`config.mk`:
```
export PLATFORM = sky130hd
export DESIGN_NAME = lc3ie_regfile
export DESIGN_NICKNAME = d
export VERILOG_FILES = /design/src/hdl/lc3ie_regfile.sv
export SDC_FILE = /design/constraint.sdc
export NUM_CORES = 1
export LEC_CHECK = 0
export ABC_AREA = 1
export BUFFER_PORTS_ARGS = -buffer_cell sky130_fd_sc_hd__buf_2
export CAP_MARGIN = 15
export CORE_ASPECT_RATIO = 1.1
export CORE_MARGIN = 2
export CORE_UTILIZATION = 25
export DETAILED_ROUTE_END_ITERATION = 10
export GPL_TIMING_DRIVEN = 0
export PLACE_DENSITY = 0.37
export SYNTH_ARGS = -nofsm -noshare
export SYNTH_HDL_FRONTEND = slang
export SYNTH_SLANG_ARGS = --single-unit
```
`constraint.sdc`:
```
create_clock -name i_clk -period 2.6 [get_ports i_clk]
set_clock_uncertainty 0.2 [all_clocks]
set_input_delay 0.39 -clock i_clk [delete_from_list [all_inputs] [get_ports i_clk]]
set_output_delay 0.39 -clock i_clk [all_outputs]
set_load 0.05 [all_outputs]
```
`src/hdl/lc3ie_regfile.sv`:
```
// Eight general registers: two registered read ports, one write port, valid bits.
`timescale 1ns / 1ps
`default_nettype none
module lc3ie_regfile (
    input  wire logic        i_clk,
    input  wire logic        i_rst_n,
    input  wire logic        i_re,
    input  wire logic [2:0]  i_ra,
    input  wire logic [2:0]  i_rb,
    input  wire logic        i_we,
    input  wire logic [2:0]  i_wa,
    input  wire logic [15:0] i_wdata,
    output logic [15:0]      o_qa,
    output logic [15:0]      o_qb
);
    logic [15:0] r_mem [8];
    logic [7:0]  r_valid;
    logic [15:0] r_qa;
    logic [15:0] r_qb;
    logic        r_va;
    logic        r_vb;

    always_ff @(posedge i_clk) begin
        if (!i_rst_n) begin
            r_valid <= '0;
        end else if (i_we) begin
            r_valid[i_wa] <= 1'b1;
        end
    end

    always_ff @(posedge i_clk) begin
        if (i_we) begin
            r_mem[i_wa] <= i_wdata;
        end
        if (i_re) begin
            r_qa <= r_mem[i_ra];
            r_qb <= r_mem[i_rb];
            r_va <= r_valid[i_ra];
            r_vb <= r_valid[i_rb];
        end
    end

    assign o_qa = r_va ? r_qa : 16'd0;
    assign o_qb = r_vb ? r_qb : 16'd0;
endmodule
`default_nettype wire

```
### After elaboration in Yosys (flattened, before gate mapping)

Memories as Yosys holds them, arrays and structs flattened. A register that Yosys moved wholly into a read port is not among the register bits.
Index checks and enable logic that the tools add are counted.

| operators by class | value |
|---|---|
| bitwise gates (word level) | 1 |
| reductions and logical operators | 1 |
| order comparisons | 4 |
| multiplexer cells | 10 |

Operator list:

| cell | count |
|---|---|
| $mux 16 | 2 |
| $lt 3x4->1 const B | 3 |
| $or 8x8->8 | 1 |
| $bmux 1 s3 | 2 |
| $mux 1 | 5 |
| $demux 1 s3 | 1 |
| $ge 3x1->1 const B | 1 |
| $logic_and 1x1->1 | 1 |

| word-level totals | value |
|---|---|
| bits in writable memories | 128 |
| register bits after elaboration | 10 |
| memories kept | 1 |
| output and inout bits | 32 |

Memory list:

| name | words | bits a word | read ports | clocked after memory_dff | write ports | RTL line | text |
|---|---|---|---|---|---|---|---|
| r_mem | 8 | 16 | 2 | 2 | 1 | 16 | `logic [15:0] r_mem [8];` |

### Longest topological paths before layout

Gate-level depths: netlist (run 1).

| logic depth | value |
|---|---|
| depth in word-level cells | 5 |
| depth in mapped cells | 9 |
| gate-level depth less buffers | 6 |

### Worst setup path before layout (run 1)

Ideal clock, no wire load.

| timing | value |
|---|---|
| path type | input to register |
| from | in i_wa[1] |
| to | mem r_mem[7][0], enable pin |
| required time | 2010 ps |
| stages | 2 |
| path slack | 822 ps |
| arrival | 1188 ps |
| cell sequence | nand2_1 > nor2_1 |

RTL lines:

| what | RTL line | text |
|---|---|---|
| from (decl) | 11 | `input wire logic [2:0] i_wa,` |
| to (decl) | 16 |  |

Straight into the memory's write port.

### Final worst setup path (run 1)

| timing | value |
|---|---|
| from | reg r_va |
| to | out o_qa[7] |

| on the way | value |
|---|---|
| word-level cells in the longest chain between the ends | 1 |

Ends and longest elaborated chain:

| what | RTL line | text |
|---|---|---|
| from (decl) | 20 | `logic r_va;` |
| from (signal assigned) | 38 | `r_va <= r_valid[i_ra];` |
| $mux 16 | 43 | `assign o_qa = r_va ? r_qa : 16'd0;` |
| to (decl) | 13 | `output logic [15:0] o_qa,` |

No other way between the ends.

==> run summary, run 1 <==
Status - finished clean
Num CTS Buffers - 17
GPL Wtd Cong - 0.804
Dpl cells - 1,536
All-Layer GR Usage - 16.2%
Post-synth net total - 1,073
Residual DRC - 0
Synth area leaders - edfxtp_1 57%, nand2_1 21%, nand3_1 7.9%
Tmin final - 2.30 ns
Initial antenna violation count - 0
Mean Syn Cell Area - 8.24 um2
Clk Latency, worst-skew pair - 0.44 ns
Most used cell along the critical path - buf_2
Vias in the first global route - 6,447
Actual slew at the worst max-slew pin - 1.03 ns
Design area - 10000 um2
Die height - 199 um
Final WL - 28,200 um
Max_cap viols - 0
# rows - 71
TritonCTS clock tree - built
PortBufs - 54
Initial core utilization - 25.3%
Final slew viol count - 0
Worst-path cell chain - clkbuf_1 -> buf_2 -> nand2_1 -> inv_1 -> buf_2
Hold path depth - 1
Synth area leader - edfxtp_1
First-pass GRT wire length - 41,500 um
Delay of the slowest critical-path stage - 0.32 ns
Placed cell areas - 9430 um2
Die X - 181 um
Yosys top cell area share - 56.5%
Clk buf depth - 2
Worst slack, placed - 0.366 ns
CP max stage cell - edfxtp_1
Synth cell types - 13
Post-route clock period utilization - 88.5%
Placed wire-length estimate - 19,200 um
Routed Antenna Nets - 0
Worst Path Required - 2.01 ns
Reg-to-reg startpoint - r_mem[3][7]$_DFFE_PP_
Congestion Overflow GR - 0
Hold-fix buffers, CTS - 0
Max VDD drop - 0.456 mV
R2R setup slack - 1.22 ns
Rel. slew slack - 31.4%
Setup TNS - 0 ns
Max Freq - 435 MHz
Crit start category - register
Root buffer cell - clkbuf_16
Leakage - 4.95 nW
Crit path max-delay family - buffers and inverters
CTS resizes - 0
ANT cells - 0
Die area - 35,900 um2
RSZ-0062 raised after global routing - no
Reg2Reg Depth - 6
Initial drt markers - 391
Critical path depth - 5
Ports - 61
Largest net degree at the start of global routing - 35
Critical path class - reg2out
Via count - 6,620
Layout cell share with drive strength beyond 1 - 11.9%
R2r endpoint - r_qb[7]$_DFFE_PP_
Setup WS post-layout - 0.299 ns
DRT Pass-1 Iters - 5
Core footprint - 34,000 um2
Syn-to-layout area delta - 16.2%
Power per standard cell area - 652 nW/um2
Via density - 4.22
Clock net sink count - 170
Register area share after synthesis - 58.4%
#FFs+latches synth - 170
Final hold viol count - 0
Worst Hold End - r_mem[3][0]$_DFFE_PP_
Layout Nets - 1,146
Hold_sp - i_wdata[0]
Setup Fix Bufs, Post-CTS - 0
Clock transition at path regs - 0.07 ns
Worst path bufs/invs - 4
Synthesized area - 8600 um2
# setup viols final - 0
Ys Warns - 0
CTS H-tree depth - 4
Cells after Synth - 1,044
Hold Crit Class - in2reg
Worst Path Arrival - 1.71 ns
Drt wl/cell - 18.0 um
CP Max Fanout - 10
Post-Layout Cell Count - 1,568
Worst setup EP type - output pin
[where the power goes]
part,internal (mW),switching (mW),total [mW]
Sequential,3.13,0.0250,3.15
Clock,1.35,1.16,2.51
Combinational,0.212,0.644,0.856
[cell usage in the layout, fill, tap and decap left out, drive strengths merged]
| cell type | synthesis | routed |
|---|---|---|
| nand2 | 483 | 483 |
| inv | 185 | 193 |
| edfxtp | 162 | 162 |
| nand3 | 136 | 136 |
| buf | 46 | 100 |
| clkbuf | 8 | 26 |
| dfxtp | 8 | 8 |
| a21oi | 7 | 7 |
| nor2 | 7 | 7 |
| clkinv | 2 | 6 |
| bufinv | 0 | 1 |
| clkinvlp | 0 | 1 |
[flip-flops by register name, summed over array words and instances, names as in the netlist]
register,cells
r_mem,128
r_va,1
r_vb,1
r_qa,16
r_valid,8
r_qb,16
[synthesized netlist by cell type]
cell type  number
a21oi_1         7
buf_2          33
buf_4           5
buf_6           8
clkbuf_1        8
clkinv_1        2
dfxtp_1         8
edfxtp_1      162
inv_1         181
inv_2           4
nand2_1       483
nand3_1       136
nor2_1          7
[cells by family after synthesis]
| family | share of synthesized area (%) |
|---|---|
| flops | 58.4 |
| buf+inv | 11.9 |
| compound gates | 0.407 |
| simple gates | 29.3 |
[area by class of cell]
cell class	count	area, um2
plain buffers	54	323
clock buffers	18	429
clock inverters	14	136
fillers	3675	24000
inverters	187	702
multi-input cells	633	2560
flip-flops and latches	170	5020
well taps	438	548
repair buffers	54	270
[through the flow]
stage               utilization [%]  hold slack [ns]  power (mW)
finish                         29.4           0.0412        6.52
global placement               27.7            0.261        4.08
CTS                            29.4           0.0266        6.59
detailed placement             27.7            0.269        4.08
floorplan                         -            0.240        3.75
global route                   29.4           0.0364        6.78
[layer usage]
metal | up-vias | wire, um | track usage [%]
met3 | 27 | 880 | 2.33
met4 | 0 | 372 | 4.72
li1 | 3369 | - | -
met2 | 149 | 13700 | 27.7
met5 | - | 0 | 0
met1 | 3075 | 13300 | 21.4
[worst max path at each step]
stage	startpoint	end	slack [ns]
after global routing	r_va$_DFFE_PP_	o_qa[10]	0.12
after CTS	r_va$_DFFE_PP_	o_qa[7]	0.18
final	r_va$_DFFE_PP_	o_qa[7]	0.30
after detailed placement	i_we	r_mem[0][7]$_DFFE_PP_	0.37
after floorplan	i_wa[1]	r_mem[7][0]$_DFFE_PP_	0.82
after global placement	i_wa[1]	r_mem[7][10]$_DFFE_PP_	-0.45
Note: power is estimated with default switching activity, not from simulation.
==> run 2, diff against run 1 <==
--- a/config.mk
+++ b/config.mk
@@ -5,7 +5,6 @@
 export SDC_FILE = /design/constraint.sdc
 export NUM_CORES = 1
 export LEC_CHECK = 0
-export ABC_AREA = 1
 export BUFFER_PORTS_ARGS = -buffer_cell sky130_fd_sc_hd__buf_2
 export CAP_MARGIN = 15
 export CORE_ASPECT_RATIO = 1.1
==> run 2 against run 1 <==
Compared with the run above: via count shrank 42%; power increased by 1.6%; clock power is 14% higher; global-route usage fell by 3.3 points; critical path type unchanged; largest power group unchanged.
==> run summary, run 2 <==
Status - finished clean
Congestion Overflow GR - 0
Final WL - 19,600 um
RSZ-0062 raised after global routing - no
CTS H-tree depth - 4
Leakage - 3.24 nW
Die X - 170 um
Post-route clock period utilization - 94.0%
Worst path bufs/invs - 2
Yosys top cell area share - 63.9%
Synth Flop Type - edfxtp_1
Clk Latency, worst-skew pair - 0.44 ns
Worst Path Required - 2.01 ns
# rows - 66
Largest net degree at the start of global routing - 35
Final slew viol count - 0
Max reg flops - 128
Actual slew at the worst max-slew pin - 0.983 ns
CP Max Fanout - 10
Worst Path Arrival - 1.85 ns
Register area share after synthesis - 66.1%
Via count - 3,840
Dpl cells - 782
Largest registers - r_mem (128), r_qa (16), r_qb (16)
Clock net sink count - 170
Initial core utilization - 25.6%
Synth area leader - edfxtp_1
Worst slack, placed - -0.117 ns
TritonCTS clock tree - built
Placed wire-length estimate - 12,900 um
Hold Crit Class - in2reg
Root buffer cell - clkbuf_16
Layout cell share with drive strength beyond 1 - 38.2%
Post-synth net total - 372
Post-Layout Cell Count - 815
Synth cell count leaders - 162 x edfxtp_1, 48 x mux4_1, 34 x mux2_2
Via density - 4.71
Residual DRC - 0
Total power - 6.62 mW
PortBufs - 53
Drt wl/cell - 24.1 um
Commonest non-fill, non-tap cell in the layout - edfxtp_1
Setup Fix Bufs, Post-CTS - 0
Register area - 5020 um2
Post-synthesis async set-or-reset flop share - 0%
Most frequent cells in the layout - 162 x edfxtp_1, 55 x buf_2, 48 x mux4_1, 34 x mux2_2, 32 x and2_1
Most flops, register - r_mem
Vias in the first global route - 4,124
Num CTS Buffers - 17
Synth cell types - 16
Area of the multi-input gates - 2490 um2
Initial antenna violation count - 1
Syn-to-layout area delta - 21.3%
Initial drt markers - 198
Final hold slack - 0.0271 ns
Delay of the slowest critical-path stage - 0.59 ns
GPL Wtd Cong - 0.662
Max VDD drop - 0.380 mV
Most frequent cell after synthesis - edfxtp_1
Crit path max-delay family - buffers and inverters
Clk buf depth - 2
First-pass GRT wire length - 28,600 um
CP max stage cell - edfxtp_1
Tmin final - 2.44 ns
Fillers - 2,888
Rel. slew slack - 34.4%
DRT Pass-1 Iters - 5
Power per standard cell area - 717 nW/um2
Setup WS post-layout - 0.156 ns
#FFs+latches synth - 170
Cells after Synth - 343
Worst-path cell chain - clkbuf_2 -> and2_1 -> buf_2
Max Freq - 409 MHz
Max_cap viols - 0
# setup viols final - 0
Core footprint - 29,700 um2
Crit start category - register
Die area - 31,800 um2
Critical path class - reg2out
CTS resizes - 2
Hold-fix buffers, CTS - 0
All-Layer GR Usage - 12.9%
Final hold viol count - 0
Worst setup EP type - output pin
Ys Warns - 0
Synth area leaders - edfxtp_1 64%, mux4_1 17%, mux4_2 5.9%
Post-Route Utilization - 31.1%
Mean Syn Cell Area - 22.2 um2
Number of enable flip-flop cells after synthesis - 162
Ports - 61
Clock transition at path regs - 0.07 ns
Synthesized area - 7610 um2
Die height - 187 um
Layout Nets - 456
Routed Antenna Nets - 0
[run 2: stage by stage]
| stage | TNS (ns) | cell area [um2] |
|---|---|---|
| CTS | 0 | 9230 |
| detailed placement | -1.05 | 8570 |
| global route | 0 | 9230 |
| floorplan | 0 | 7630 |
| finish | 0 | 9230 |
| global placement | -73.22 | 8370 |
[run 2: area by class of cell]
class / instances / area share [%]
sequential: 170 / 54.4
multi-input combinational: 150 / 27.0
tap: 374 / 5.07
timing repair buffer: 65 / 4.70
clock buffer: 17 / 4.61
clock inverter: 15 / 2.51
buffer: 23 / 1.65
antenna: 1 / 0.0271
[run 2: path summary, 6_finish.rpt]
path	start	endpoint	slack, ns	cells after the start
min	i_wdata[5]	r_mem[6][5]$_DFFE_PP_	0.03	1
min reg2reg	r_valid[0]$_SDFFE_PN0P_	r_valid[0]$_SDFFE_PN0P_	0.28	1
max reg2reg	r_mem[3][2]$_DFFE_PP_	r_qb[2]$_DFFE_PP_	0.94	2
max	r_va$_DFFE_PP_	o_qa[13]	0.16	3
[run 2: worst register-to-register path, stage by stage (launching register included)]
cell and delay, ns:
edfxtp_1 0.38, mux4_1 0.54, mux2_2 0.29
[run 2: cells by family (layout without fill, tap and decap cells)]
family,count (synthesis),after routing,synth area share [%]
flip-flops,170,170,66.1
buffers and inverters,23,120,1.97
AND/OR/NAND/NOR,40,40,3.65
other,0,1,0
AO/OA/AOI/OAI,8,8,0.790
multiplexers,102,102,27.5
[run 2: per-layer routing]
metal | part of all wire, % | track usage (%) | vias to the layer above
li1 | - | - | 1674
met1 | 45 | 17.1 | 2078
met2 | 50 | 21.5 | 71
met3 | 2.7 | 2.39 | 17
met4 | 1.3 | 3.94 | 0
met5 | 0 | 0 | -
[run 2: power by group]
| group | internal (mW) | switching, mW |
|---|---|---|
| sequential | 3.13 | 0.0409 |
| clock | 1.73 | 1.12 |
| combinational | 0.253 | 0.352 |
| total | 5.11 | 1.51 |
==> run 3, diff against run 2 <==
--- a/config.mk
+++ b/config.mk
@@ -9,10 +9,11 @@
 export CAP_MARGIN = 15
 export CORE_ASPECT_RATIO = 1.1
 export CORE_MARGIN = 2
-export CORE_UTILIZATION = 25
+export CORE_UTILIZATION = 50
+export CTS_CLUSTER_SIZE = 12
 export DETAILED_ROUTE_END_ITERATION = 10
 export GPL_TIMING_DRIVEN = 0
-export PLACE_DENSITY = 0.37
+export PLACE_DENSITY = 0.65
 export SYNTH_ARGS = -nofsm -noshare
 export SYNTH_HDL_FRONTEND = slang
 export SYNTH_SLANG_ARGS = --single-unit
==> run 3 against run 2 <==
Compared with the run above: maximum frequency rose by 6.5%; critical path depth is the same; non-clock buffer count decreased by 4; sequential power about the same; first-iteration DRC count up 34%; power shrank 8.0%; critical endpoint is now o_qb[8]; highest routed layer unchanged.
==> run summary, run 3 (same netlist as run 2, synthesis figures left out) <==
Fillers - 1,141
Rel. slew slack - 22.6%
Die area - 16,200 um2
Largest net degree at the start of global routing - 35
Clk Latency, worst-skew pair - 0.43 ns
Reg2Reg Depth - 2
Setup TNS - 0 ns
Largest registers - r_mem (128), r_qa (16), r_qb (16)
Register area - 5020 um2
Worst path bufs/invs - 2
Post-Layout Cell Count - 633
Net Sw Frac - 23.0%
Layout Nets - 452
Final WL - 16,000 um
CP max stage cell - edfxtp_1
Core footprint - 15,000 um2
Initial core utilization - 50.7%
All-Layer GR Usage - 21.2%
RSZ-0062 raised after global routing - no
Leakage - 3.14 nW
Max Freq - 435 MHz
Setup Fix Bufs, Post-CTS - 0
Clock net sink count - 170
Via count - 3,776
Critical path class - reg2out
Post-route clock period utilization - 88.3%
Syn-to-layout area delta - 16.1%
Initial antenna violation count - 1
Area of the multi-input gates - 2490 um2
Ports - 61
Dpl cells - 600
Commonest non-fill, non-tap cell in the layout - edfxtp_1
PortBufs - 53
Hold path depth - 1
Hold-fix buffers, CTS - 0
Clock share of power - 38.5%
TritonCTS clock tree - built
Routed Antenna Nets - 0
Worst setup EP type - output pin
Crit start category - register
Actual slew at the worst max-slew pin - 1.16 ns
Residual DRC - 0
Congestion Overflow GR - 0
Final hold viol count - 0
Total power - 6.09 mW
Max_cap viols - 0
Delay of the slowest critical-path stage - 0.52 ns
Comb power frac - 9.4%
Drt wl/cell - 25.3 um
CTS resizes - 0
Hold Crit Class - in2reg
GPL Wtd Cong - 0.710
Status - finished clean
Vias in the first global route - 4,088
DRT Pass-1 Iters - 5
Power per standard cell area - 690 nW/um2
First-pass GRT wire length - 24,000 um
Initial drt markers - 265
Worst-path cell chain - clkbuf_2 -> and2_1 -> buf_2
Clk buf depth - 2
# rows - 47
Layout cell share with drive strength beyond 1 - 37.2%
Crit path max-delay family - buffers and inverters
Die height - 133 um
CP Max Fanout - 10
Worst Path Required - 2.01 ns
# setup viols final - 0
Internal power - 4.69 mW
Worst slack, placed - 0.0454 ns
Most flops, register - r_mem
Setup WS post-layout - 0.304 ns
Most frequent cells in the layout - 162 x edfxtp_1, 55 x buf_2, 48 x mux4_1, 34 x mux2_2, 32 x and2_1
Critical path depth - 3
Via density - 5.97
Max VDD drop - 0.590 mV
Die X - 122 um
Final hold slack - 0.0345 ns
Num CTS Buffers - 17
P_sw - 1.40 mW
Sequential power share - 52.0%
Final slew viol count - 0
Max reg flops - 128
CTS H-tree depth - 4
Clock transition at path regs - 0.06 ns
Tmin final - 2.30 ns
Placed wire-length estimate - 10,500 um
Root buffer cell - clkbuf_16
Worst Path Arrival - 1.71 ns
[run 3: changes by cell type in the layout (fill, tap and decap cells not counted), sizes merged]
cell / previous run / this run
clkinv: 2 / 8
buf: 76 / 72
inv: 7 / 2
bufinv: 5 / 1
clkinvlp: 1 / 4
[run 3: worst paths after layout]
path,startpoint,to,slack (ns)
min reg2reg,r_valid[1]$_SDFFE_PN0P_,r_valid[1]$_SDFFE_PN0P_,0.29
min,i_wdata[9],r_mem[4][9]$_DFFE_PP_,0.03
max,r_vb$_DFFE_PP_,o_qb[8],0.30
max reg2reg,r_mem[1][10]$_DFFE_PP_,r_qb[10]$_DFFE_PP_,0.95
[run 3: power by group through the flow]
stage / combinational, mW / clock (mW) / sequential, mW
floorplan: 0.395 / 0 / 3.21
CTS: 0.584 / 2.39 / 3.17
finish: 0.576 / 2.35 / 3.17
global placement: 0.558 / 0 / 3.22
detailed placement: 0.583 / 0 / 3.23
global route: 0.611 / 2.50 / 3.18
[run 3: metrics by stage]
| stage | util [%] | area, um2 |
|---|---|---|
| global route | 58.9 | 8830 |
| CTS | 58.8 | 8820 |
| finish | 58.9 | 8830 |
| floorplan | - | 7630 |
| detailed placement | 55.2 | 8270 |
| global placement | 54.3 | 8140 |
[run 3: routing by layer]
layer	routed length, um	global-route usage, %	up-vias
li1	-	-	1662
met1	6620	27.2	1997
met2	8410	36.2	98
met3	655	4.24	19
met4	300	7.66	0
met5	0	0	-
[run 3: cell type report]
class	instances	share of cell area, %
flip-flops and latches	170	56.9
multi-input cells	150	28.2
clock buffers	17	4.82
repair buffers	61	4.07
well taps	196	2.78
plain buffers	23	1.73
clock inverters	15	1.43
diodes	1	0.0283
